**src/rtl/ptss_pkg.sv**
```systemverilog
// shared types and codes for the periodic task slot scheduler
package ptss_pkg;

	// default number of task slots
	localparam int SLOTS_DEF = 4;

	// field widths
	localparam int OP_W     = 3;
	localparam int HANDLE_W = 8;
	localparam int PERIOD_W = 16;
	localparam int INDEX_W  = 8;
	localparam int FIRE_W   = 4;
	localparam int GRANT_W  = 2;
	localparam int MODE_W   = 2;
	localparam int ERR_W    = 3;

	// stream data widths, padded to whole bytes
	localparam int IN_DATA_W  = 40;
	localparam int OUT_DATA_W = 16;

	// opcodes
	localparam logic [OP_W-1:0] OP_INIT   = 3'd0;
	localparam logic [OP_W-1:0] OP_REG    = 3'd1;
	localparam logic [OP_W-1:0] OP_UNREG  = 3'd2;
	localparam logic [OP_W-1:0] OP_TICK   = 3'd3;
	localparam logic [OP_W-1:0] OP_STATUS = 3'd4;

	// operating modes
	localparam logic [MODE_W-1:0] MODE_UNINIT = 2'd0;
	localparam logic [MODE_W-1:0] MODE_READY  = 2'd1;
	localparam logic [MODE_W-1:0] MODE_ERROR  = 2'd2;

	// error codes
	localparam logic [ERR_W-1:0] ERR_NONE       = 3'd0;
	localparam logic [ERR_W-1:0] ERR_NOTINIT    = 3'd1;
	localparam logic [ERR_W-1:0] ERR_NULL       = 3'd2;
	localparam logic [ERR_W-1:0] ERR_ZEROPERIOD = 3'd3;
	localparam logic [ERR_W-1:0] ERR_DUP        = 3'd4;
	localparam logic [ERR_W-1:0] ERR_FULL       = 3'd5;
	localparam logic [ERR_W-1:0] ERR_BADID      = 3'd6;

	// one slot table entry
	typedef struct packed {
		logic [PERIOD_W-1:0] count;
		logic [PERIOD_W-1:0] period;
		logic [HANDLE_W-1:0] handle;
	} slot_entry_t;

	// control strobes from sequencer to slot table
	typedef struct packed {
		logic rd_en;
		logic wr_en;
		logic set_valid;
		logic clr_one;
		logic clr_all;
	} mem_ctl_t;

	// one result item
	typedef struct packed {
		logic [ERR_W-1:0]   error_code;
		logic [MODE_W-1:0]  mode_now;
		logic [GRANT_W-1:0] slot_granted;
		logic               reply_ok;
		logic [FIRE_W-1:0]  fire_mask;
	} result_t;

endpackage

```
**src/rtl/ptss_slot_mem.sv**
```systemverilog
// slot table memory with per-slot occupied bits
module ptss_slot_mem
	import ptss_pkg::*;
#(
	parameter int SLOTS = SLOTS_DEF,
	parameter int IDX_W = 2
) (
	input  logic             clk,
	input  logic             arst_n,
	input  mem_ctl_t         ctl,
	input  logic [IDX_W-1:0] rd_addr,
	input  logic [IDX_W-1:0] wr_addr,
	input  slot_entry_t      wr_data,
	input  logic [IDX_W-1:0] clr_addr,
	output slot_entry_t      rd_data,
	output logic [SLOTS-1:0] occupied
);

	slot_entry_t      mem [SLOTS];
	slot_entry_t      rd_data_q;
	logic [SLOTS-1:0] valid_q;

	// occupied bits, cleared at once by reset or init
	always_ff @(posedge clk or negedge arst_n) begin
		if (!arst_n) begin
			valid_q <= '0;
		end else if (ctl.clr_all) begin
			valid_q <= '0;
		end else begin
			if (ctl.clr_one) begin
				valid_q[clr_addr] <= 1'b0;
			end
			if (ctl.wr_en && ctl.set_valid) begin
				valid_q[wr_addr] <= 1'b1;
			end
		end
	end

	// entry storage, one write and one registered read per cycle
	always_ff @(posedge clk) begin
		if (ctl.wr_en) begin
			mem[wr_addr] <= wr_data;
		end
		if (ctl.rd_en) begin
			rd_data_q <= mem[rd_addr];
		end
	end

	assign rd_data  = rd_data_q;
	assign occupied = valid_q;

endmodule

```
**src/rtl/ptss_ctrl.sv**
```systemverilog
// command sequencer: decodes items and walks the slot table
module ptss_ctrl
	import ptss_pkg::*;
#(
	parameter int SLOTS = SLOTS_DEF,
	parameter int IDX_W = 2
) (
	input  logic                clk,
	input  logic                arst_n,
	input  logic                in_valid,
	output logic                in_ready,
	input  logic [OP_W-1:0]     opcode,
	input  logic [HANDLE_W-1:0] task_handle,
	input  logic [PERIOD_W-1:0] task_period,
	input  logic [INDEX_W-1:0]  slot_index,
	output logic                res_valid,
	input  logic                res_ready,
	output result_t             res,
	output mem_ctl_t            mem_ctl,
	output logic [IDX_W-1:0]    rd_addr,
	output logic [IDX_W-1:0]    wr_addr,
	output slot_entry_t         wr_data,
	output logic [IDX_W-1:0]    clr_addr,
	input  slot_entry_t         rd_data,
	input  logic [SLOTS-1:0]    occupied
);

	localparam int CNT_W = $clog2(SLOTS + 1);

	typedef enum logic [2:0] {
		ST_IDLE = 3'b001,
		ST_WALK = 3'b010,
		ST_DONE = 3'b100
	} state_t;

	state_t              state_q, state_d;
	logic [MODE_W-1:0]   mode_q, mode_d;
	logic [ERR_W-1:0]    last_err_q, last_err_d;
	logic [OP_W-1:0]     op_q, op_d;
	logic [HANDLE_W-1:0] handle_q, handle_d;
	logic [PERIOD_W-1:0] period_q, period_d;
	logic [CNT_W-1:0]    rd_cnt_q, rd_cnt_d;
	logic                v_s1, v_s1_d;
	logic [IDX_W-1:0]    idx_s1, idx_s1_d;
	logic                dup_q, dup_d;
	logic [FIRE_W-1:0]   fire_q, fire_d;
	logic [IDX_W-1:0]    free_idx_q, free_idx_d;
	logic                full_q, full_d;
	result_t             res_q, res_d;

	// lowest free slot and full flag from occupied bits
	logic [IDX_W-1:0] free_idx;
	logic             table_full;
	always_comb begin
		free_idx = '0;
		for (int i = SLOTS - 1; i >= 0; i--) begin
			if (!occupied[i]) begin
				free_idx = IDX_W'(i);
			end
		end
		table_full = &occupied;
	end

	// per-slot values for the entry returned by the read port
	logic                occ_s1;
	logic [PERIOD_W-1:0] cnt_inc;
	logic                hits_period;
	logic                is_last;
	logic [FIRE_W-1:0]   fire_bit;
	always_comb begin
		occ_s1      = occupied[idx_s1];
		cnt_inc     = rd_data.count + 1'b1;
		hits_period = cnt_inc >= rd_data.period;
		is_last     = idx_s1 == IDX_W'(SLOTS - 1);
		fire_bit    = '0;
		for (int j = 0; j < FIRE_W; j++) begin
			if (32'(idx_s1) == j) begin
				fire_bit[j] = occ_s1 && hits_period;
			end
		end
	end

	// next-state logic
	always_comb begin
		state_d    = state_q;
		mode_d     = mode_q;
		last_err_d = last_err_q;
		op_d       = op_q;
		handle_d   = handle_q;
		period_d   = period_q;
		rd_cnt_d   = rd_cnt_q;
		v_s1_d     = 1'b0;
		idx_s1_d   = idx_s1;
		dup_d      = dup_q;
		fire_d     = fire_q;
		free_idx_d = free_idx_q;
		full_d     = full_q;
		res_d      = res_q;
		mem_ctl    = '0;
		rd_addr    = rd_cnt_q[IDX_W-1:0];
		wr_addr    = idx_s1;
		wr_data    = rd_data;
		clr_addr   = slot_index[IDX_W-1:0];

		unique case (state_q)
			ST_IDLE: begin
				if (in_valid) begin
					op_d       = opcode;
					handle_d   = task_handle;
					period_d   = task_period;
					rd_cnt_d   = '0;
					dup_d      = 1'b0;
					fire_d     = '0;
					free_idx_d = free_idx;
					full_d     = table_full;
					res_d      = '0;
					state_d    = ST_DONE;
					unique case (opcode)
						OP_INIT: begin
							mem_ctl.clr_all = 1'b1;
							last_err_d      = ERR_NONE;
							mode_d          = MODE_READY;
						end
						OP_REG: begin
							if (mode_q == MODE_UNINIT) begin
								last_err_d = ERR_NOTINIT;
								mode_d     = MODE_ERROR;
							end else if (task_handle == '0) begin
								last_err_d = ERR_NULL;
								mode_d     = MODE_ERROR;
							end else if (task_period == '0) begin
								last_err_d = ERR_ZEROPERIOD;
								mode_d     = MODE_ERROR;
							end else begin
								state_d = ST_WALK;
							end
						end
						OP_UNREG: begin
							if (slot_index >= INDEX_W'(SLOTS)) begin
								last_err_d = ERR_BADID;
							end else if (occupied[slot_index[IDX_W-1:0]]) begin
								mem_ctl.clr_one = 1'b1;
								res_d.reply_ok  = 1'b1;
							end
						end
						OP_TICK: begin
							if (mode_q != MODE_UNINIT) begin
								state_d = ST_WALK;
							end
						end
						OP_STATUS: begin
							res_d.error_code = last_err_q;
							last_err_d       = ERR_NONE;
						end
						default: begin
						end
					endcase
				end
			end

			ST_WALK: begin
				// issue one read per cycle until every slot is requested
				if (rd_cnt_q < CNT_W'(SLOTS)) begin
					mem_ctl.rd_en = 1'b1;
					rd_cnt_d      = rd_cnt_q + 1'b1;
					v_s1_d        = 1'b1;
					idx_s1_d      = rd_cnt_q[IDX_W-1:0];
				end
				// process the entry read in the previous cycle; the write goes to
				// the entry just read while the read port moves on to the next one
				if (v_s1) begin
					if (op_q == OP_TICK) begin
						if (occ_s1) begin
							mem_ctl.wr_en = 1'b1;
							wr_data.count = hits_period ? '0 : cnt_inc;
						end
						fire_d = fire_q | fire_bit;
					end else begin
						dup_d = dup_q | (occ_s1 && rd_data.handle == handle_q);
					end
					if (is_last) begin
						state_d = ST_DONE;
						res_d.fire_mask = fire_d;
						if (op_q == OP_REG) begin
							if (dup_d) begin
								last_err_d = ERR_DUP;
								mode_d     = MODE_ERROR;
							end else if (full_q) begin
								last_err_d = ERR_FULL;
								mode_d     = MODE_ERROR;
							end else begin
								mem_ctl.wr_en      = 1'b1;
								mem_ctl.set_valid  = 1'b1;
								wr_addr            = free_idx_q;
								wr_data.handle     = handle_q;
								wr_data.period     = period_q;
								wr_data.count      = '0;
								res_d.reply_ok     = 1'b1;
								res_d.slot_granted = GRANT_W'(free_idx_q);
							end
						end
					end
				end
			end

			ST_DONE: begin
				if (res_ready) begin
					state_d = ST_IDLE;
				end
			end

			default: begin
				state_d = ST_IDLE;
			end
		endcase
	end

	// control registers
	always_ff @(posedge clk or negedge arst_n) begin
		if (!arst_n) begin
			state_q    <= ST_IDLE;
			mode_q     <= MODE_UNINIT;
			last_err_q <= ERR_NONE;
			rd_cnt_q   <= '0;
			v_s1       <= 1'b0;
		end else begin
			state_q    <= state_d;
			mode_q     <= mode_d;
			last_err_q <= last_err_d;
			rd_cnt_q   <= rd_cnt_d;
			v_s1       <= v_s1_d;
		end
	end

	// payload registers
	always_ff @(posedge clk) begin
		op_q       <= op_d;
		handle_q   <= handle_d;
		period_q   <= period_d;
		idx_s1     <= idx_s1_d;
		dup_q      <= dup_d;
		fire_q     <= fire_d;
		free_idx_q <= free_idx_d;
		full_q     <= full_d;
		res_q      <= res_d;
	end

	// result carries the mode left by this item
	always_comb begin
		res          = res_q;
		res.mode_now = mode_q;
	end

	assign in_ready  = state_q == ST_IDLE;
	assign res_valid = state_q == ST_DONE;

endmodule

```
**src/rtl/periodic_task_slot_scheduler.sv**
```systemverilog
// top level of the periodic task slot scheduler
//
// Usage: one command per input transfer on the s_ stream, one result per
// command on the m_ stream, in order. Commands are init, register,
// unregister, tick and read_status; the task slots (handle, period, counter)
// live in a small synchronous memory with one read and one write port, and
// an occupied bit per slot in flip-flops.
// Direct results: init, unregister, read_status, unknown codes, early
// register failures and ticks before init pass from the sequencer's result
// register to the output register. Register and tick first walk the slot
// table through the memory read port, one slot per cycle.
// Flow: one command at a time; the next input is taken once the
// previous result has moved into the output register.
// Reset: mode uninit, last error none, every slot empty at once; no
// clearing pass is needed.
// Stall: the output register holds the result while m_tready is low; one
// further result waits inside and input is refused until it moves on.
module periodic_task_slot_scheduler
	import ptss_pkg::*;
#(
	parameter int SLOTS = SLOTS_DEF
) (
	input  logic                  clk,
	input  logic                  arst_n,
	input  logic                  s_tvalid,
	output logic                  s_tready,
	// opcode, task_handle, task_period, slot_index, zero pad
	input  logic [IN_DATA_W-1:0]  s_tdata,
	output logic                  m_tvalid,
	input  logic                  m_tready,
	// fire_mask, reply_ok, slot_granted, mode_now, error_code, zero pad
	output logic [OUT_DATA_W-1:0] m_tdata
);

	localparam int IDX_W = (SLOTS > 1) ? $clog2(SLOTS) : 1;

	// input field unpacking
	logic [OP_W-1:0]     opcode;
	logic [HANDLE_W-1:0] task_handle;
	logic [PERIOD_W-1:0] task_period;
	logic [INDEX_W-1:0]  slot_index;
	assign opcode      = s_tdata[2:0];
	assign task_handle = s_tdata[10:3];
	assign task_period = s_tdata[26:11];
	assign slot_index  = s_tdata[34:27];

	mem_ctl_t         mem_ctl;
	logic [IDX_W-1:0] rd_addr;
	logic [IDX_W-1:0] wr_addr;
	logic [IDX_W-1:0] clr_addr;
	slot_entry_t      wr_data;
	slot_entry_t      rd_data;
	logic [SLOTS-1:0] occupied;
	logic             res_valid;
	logic             res_ready;
	result_t          res;

	ptss_ctrl #(
		.SLOTS(SLOTS),
		.IDX_W(IDX_W)
	) u_ctrl (
		.clk        (clk),
		.arst_n     (arst_n),
		.in_valid   (s_tvalid),
		.in_ready   (s_tready),
		.opcode     (opcode),
		.task_handle(task_handle),
		.task_period(task_period),
		.slot_index (slot_index),
		.res_valid  (res_valid),
		.res_ready  (res_ready),
		.res        (res),
		.mem_ctl    (mem_ctl),
		.rd_addr    (rd_addr),
		.wr_addr    (wr_addr),
		.wr_data    (wr_data),
		.clr_addr   (clr_addr),
		.rd_data    (rd_data),
		.occupied   (occupied)
	);

	ptss_slot_mem #(
		.SLOTS(SLOTS),
		.IDX_W(IDX_W)
	) u_slot_mem (
		.clk     (clk),
		.arst_n  (arst_n),
		.ctl     (mem_ctl),
		.rd_addr (rd_addr),
		.wr_addr (wr_addr),
		.wr_data (wr_data),
		.clr_addr(clr_addr),
		.rd_data (rd_data),
		.occupied(occupied)
	);

	// output register
	logic    out_valid_q;
	result_t out_q;

	assign res_ready = !out_valid_q || m_tready;

	always_ff @(posedge clk or negedge arst_n) begin
		if (!arst_n) begin
			out_valid_q <= 1'b0;
		end else if (res_ready) begin
			out_valid_q <= res_valid;
		end
	end

	always_ff @(posedge clk) begin
		if (res_ready && res_valid) begin
			out_q <= res;
		end
	end

	assign m_tvalid = out_valid_q;
	assign m_tdata  = {(OUT_DATA_W - $bits(result_t))'(0), out_q};

endmodule
```
**config.mk**
```make
export PLATFORM = sky130hd
export DESIGN_NAME = periodic_task_slot_scheduler
export DESIGN_NICKNAME = d
export VERILOG_FILES = /design/src/rtl/ptss_pkg.sv /design/src/rtl/ptss_slot_mem.sv /design/src/rtl/ptss_ctrl.sv /design/src/rtl/periodic_task_slot_scheduler.sv
export SDC_FILE = /design/constraint.sdc
export NUM_CORES = 1
export LEC_CHECK = 0
export BUFFER_PORTS_ARGS = -buffer_cell sky130_fd_sc_hd__buf_2
export CORE_MARGIN = 2
export CORE_UTILIZATION = 35
export CTS_BUF_LIST = sky130_fd_sc_hd__clkbuf_16
export CTS_CLUSTER_SIZE = 14
export DETAILED_ROUTE_END_ITERATION = 10
export RECOVER_POWER = 50
export SETUP_SLACK_MARGIN = 0.4
export SYNTH_ARGS = -nofsm -noshare
export SYNTH_HDL_FRONTEND = slang
export SYNTH_SLANG_ARGS = --single-unit
```
**constraint.sdc**
```tcl
create_clock -name clk -period 14.8 [get_ports clk]
set_input_delay 2.96 -clock clk [delete_from_list [all_inputs] [get_ports clk]]
set_output_delay 2.96 -clock clk [all_outputs]
set_load 0.005 [all_outputs]
```
==> out/qor.json <==
{
  "outcome": {
    "run_status": "complete, but fails checks",
    "violated_checks": "max-capacitance violations, max-slew violations"
  },
  "clock_tree": {
    "cts.repair.resized": 0,
    "cts-htree-levels": 1,
    "cts_tree": "yes",
    "clk_lat_worst_skew_ns": 0.55,
    "cts.sink_count": 276,
    "clock-root-buffer": "sky130_fd_sc_hd__clkbuf_16",
    "post-cts-setup-buffer-count": 0,
    "number_of_cts_inserted_buffers": 28,
    "cts.path.max_buffers": 3,
    "clkTransAtPathRegs_ns": 0.06,
    "ctsHoldBuffers": 0
  },
  "power_and_ir_drop": {
    "power.switching_w": 0.000398,
    "internal-power_w": 0.00133,
    "seq_power_share_pct": 53.5,
    "leakagePower_nw": 4.26,
    "power.density_cell_area_nw_per_um2": 131,
    "p_comb_share_pct": 9.1,
    "sw_frac_of_total_pct": 23.0,
    "p_clk_share_pct": 37.4,
    "irDropWorstVdd_mv": 0.0868
  },
  "synthesis": {
    "synth_edf_count": 259,
    "synthSimpleGateAreaFrac_pct": 9.71,
    "combinational_family_with_the_most_area_after_synthesis": "simple AND/OR/NAND/NOR gates",
    "syn_inst": 731,
    "synth-seq-cells": 276,
    "synthMuxAreaShare_pct": 8.72,
    "post_synth_num_cell_types": 72,
    "ys_dominant_reg_cell": "sky130_fd_sc_hd__edfxtp_1",
    "yosys_warnings": 0,
    "yosys.area_share.xor_xnor_pct": 1.35,
    "synth_adder_area_share_pct": 1.93,
    "syn_avg_cell_area_um2": 16.0,
    "synth_top_area_cell": "sky130_fd_sc_hd__edfxtp_1",
    "synth.yosys.seq_area_share_pct": 70.2,
    "synth_top_cells_by_area": "sky130_fd_sc_hd__edfxtp_1 67%, sky130_fd_sc_hd__mux4_2 8.1%, sky130_fd_sc_hd__dfrtp_1 3.4%",
    "synthDominantCellAreaShare_pct": 66.6,
    "async_set_or_reset_flop_fraction_in_the_synthesized_netlist_pct": 6.16,
    "syn-cell-area_um2": 11700,
    "synth_compound_area_share_pct": 5.70
  },
  "grt": {
    "largest_net_degree_at_the_start_of_global_routing": 47,
    "use_met3_pct": 2.54,
    "grtUsageTotal_pct": 13.5,
    "gr-usage-met2_pct": 21.7,
    "overflow": 0,
    "global_route.peak_usage_layer": "met2",
    "first_global_vias": 6401,
    "grt_antenna_before_repair": 0,
    "met1_usage_pct": 18.9,
    "first_pass_grt_wire_length_mm": 36.6
  },
  "sta": {
    "worstMarginPinSlew_ns": 3.86,
    "timing.fmax_mhz": 203,
    "finalCriticalPeriod_ns": 4.94,
    "post-route-worst-setup-slack_ns": 9.86,
    "timing.clock.skew_ns": 0.0216,
    "slew_viol_final": 223,
    "setup_viol": 0,
    "max_slew_margin_pct": -157,
    "final_cycle_share_pct": 33.4,
    "timing_hold_violations_final": 0,
    "holdWs_ns": 0.418,
    "grt_setup_unrepaired": "false",
    "setup_tns_ns": 0
  },
  "worst_setup_path": {
    "worst-endpoint-required_ns": 14.89,
    "timing.critical_path.arrival_ns": 5.03,
    "worst-path-max-fanout": 40,
    "crit_path_end_kind": "flop",
    "path_class": "flop to flop",
    "reg2reg_slack_ns": 9.86,
    "critical_path.startpoint_type": "flop"
  },
  "route": {
    "first_pass_iters": 4,
    "drt-wirelength-per-cell_um": 18.6,
    "drt_wl_total_mm": 23.4,
    "post-route-drc-count": 0,
    "route.antenna.remaining_nets": 0,
    "dr_total_vias": 6290,
    "drtIter0Drc": 448,
    "via_per_inst": 5.01
  },
  "cells_and_area": {
    "area_growth_syn_to_layout_pct": 13.1,
    "mostFrequentLayoutCells": "259 x sky130_fd_sc_hd__edfxtp_1, 82 x sky130_fd_sc_hd__nand2_1, 42 x sky130_fd_sc_hd__mux4_2",
    "drive_above_1_share_pct": 19.1,
    "diodes": 0,
    "nets": 855,
    "final_common_cell": "sky130_fd_sc_hd__edfxtp_1"
  },
  "floorplan": {
    "dieHeight_um": 187,
    "fp-row-count": 66,
    "floorplan.die.width_um": 187,
    "start_util_pct": 35.7,
    "core_region_area_um2": 32700,
    "floorplan.io_pins": 62,
    "floorplan.die_area_um2": 34800
  },
  "placed_design": {
    "io_buffer_count": 52,
    "detailedPlace.worstSlack_ns": 9.39,
    "finalWeightedCongestion": 0.770,
    "dpl.hpwl_mm": 13.9
  },
  "min_path": {
    "holdCritPathClass": "flop to flop"
  },
  "flow_run": {
    "max-cap-violations": 6
  }
}
worst max-delay path, cell delays in order, from the launching register on:
cell                       delay [ns]
sky130_fd_sc_hd__dfrtp_1         0.45
sky130_fd_sc_hd__nor3b_1         0.20
sky130_fd_sc_hd__clkbuf_1        0.55
sky130_fd_sc_hd__and2_0          0.46
sky130_fd_sc_hd__nand2_1         0.21
sky130_fd_sc_hd__o31a_1          0.36
sky130_fd_sc_hd__nor3_1          0.19
sky130_fd_sc_hd__clkbuf_1        2.04
power by group through the flow:
stage	clock (W)	combinational [W]	sequential, W
after CTS	0.000662	0.000160	0.000926
after detailed placement	0	0.000159	0.000943
after global placement	0	0.000158	0.000941
after global routing	0.000692	0.000175	0.000931
after floorplan	0	0.000114	0.000937
final	0.000648	0.000157	0.000926
through the flow:
stage	power [W]	utilization, %	instances	cell area [um^2]
floorplan	0.00105	-	734	11700
global placement	0.00110	38.1	1205	12400
detailed placement	0.00110	38.1	1205	12400
CTS	0.00175	40.6	1255	13300
global route	0.00180	40.4	1255	13200
finish	0.00173	40.4	1255	13200
path summary, 6_finish.rpt:
check	startpoint	to	cells after the start
setup / recovery	u_ctrl.state_q[1]$_DFFE_PN0P_	u_slot_mem.mem[1][29]$_DFFE_PP_	7
hold / removal	u_ctrl.res[3]$_SDFFCE_PN0P_	m_tdata[3]$_DFFE_PP_	0
setup reg to reg	u_ctrl.state_q[1]$_DFFE_PN0P_	u_slot_mem.mem[1][29]$_DFFE_PP_	7
hold reg to reg	u_ctrl.res[3]$_SDFFCE_PN0P_	m_tdata[3]$_DFFE_PP_	0
max in group asynchronous	arst_n	u_ctrl.rd_cnt_q[1]$_DFFE_PN0P_	1
min in group asynchronous	arst_n	u_slot_mem.occupied[1]$_DFF_PN0_	1
Yosys cell counts (all sizes together) (5+ instances only):
master	n
and3	5
clkbuf	12
or4	5
nand2b	6
and2	8
a21oi	15
mux4	42
nor4	11
nor2b	5
dfrtp	16
inv	26
nand2	82
buf	21
xor2	5
ha	18
mux2i	5
xnor2	13
or2	7
nand3	12
o21ai	30
nor2	45
o211ai	8
nor3b	6
nor3	12
edfxtp	259
o21a	9
nand4	7
area by class of cell:
class	count	area, um^2
clock inverter	22	138
sequential	276	8210
fill	3033	19500
timing repair buffer	62	287
tap	442	553
multi-input combinational	399	3230
inverter	26	97.6
clock buffer	28	701
kinds of logic (layout without fill, tap and decap cells):
| family | Yosys count | after routing |
|---|---|---|
| buffers and inverters | 59 | 138 |
| flip-flops | 276 | 276 |
| adder cells (fa/ha/maj) | 18 | 18 |
| XOR/XNOR | 18 | 18 |
| multiplexers | 49 | 49 |
| AO/OA/AOI/OAI | 89 | 89 |
| other | 1 | 4 |
| AND/OR/NAND/NOR | 221 | 221 |
sequential cells by signal, summed over array words and instances (netlist names), 2 cells and up:
register	cells
u_ctrl.last_err_q	3
u_ctrl.op_q	3
u_slot_mem.occupied	4
u_ctrl.handle_q	8
u_ctrl.res	10
m_tdata	12
u_ctrl.state_q	3
u_ctrl.free_idx_q	2
u_ctrl.fire_q	4
u_slot_mem.mem	160
u_ctrl.rd_cnt_q	3
u_slot_mem.rd_data	40
u_ctrl.mode_q	2
u_ctrl.idx_s1	2
u_ctrl.period_q	16
per-layer routing:
metal  share of wire [%]  wire length (um)  vias up
li1                    -                 -     2936
met1                  46             10900     3154
met2                  46             10700      163
met3                 5.5              1300       37
met4                 2.0               469        0
met5                   0                 0        -
No activity file was read; power rests on OpenSTA's default activity.
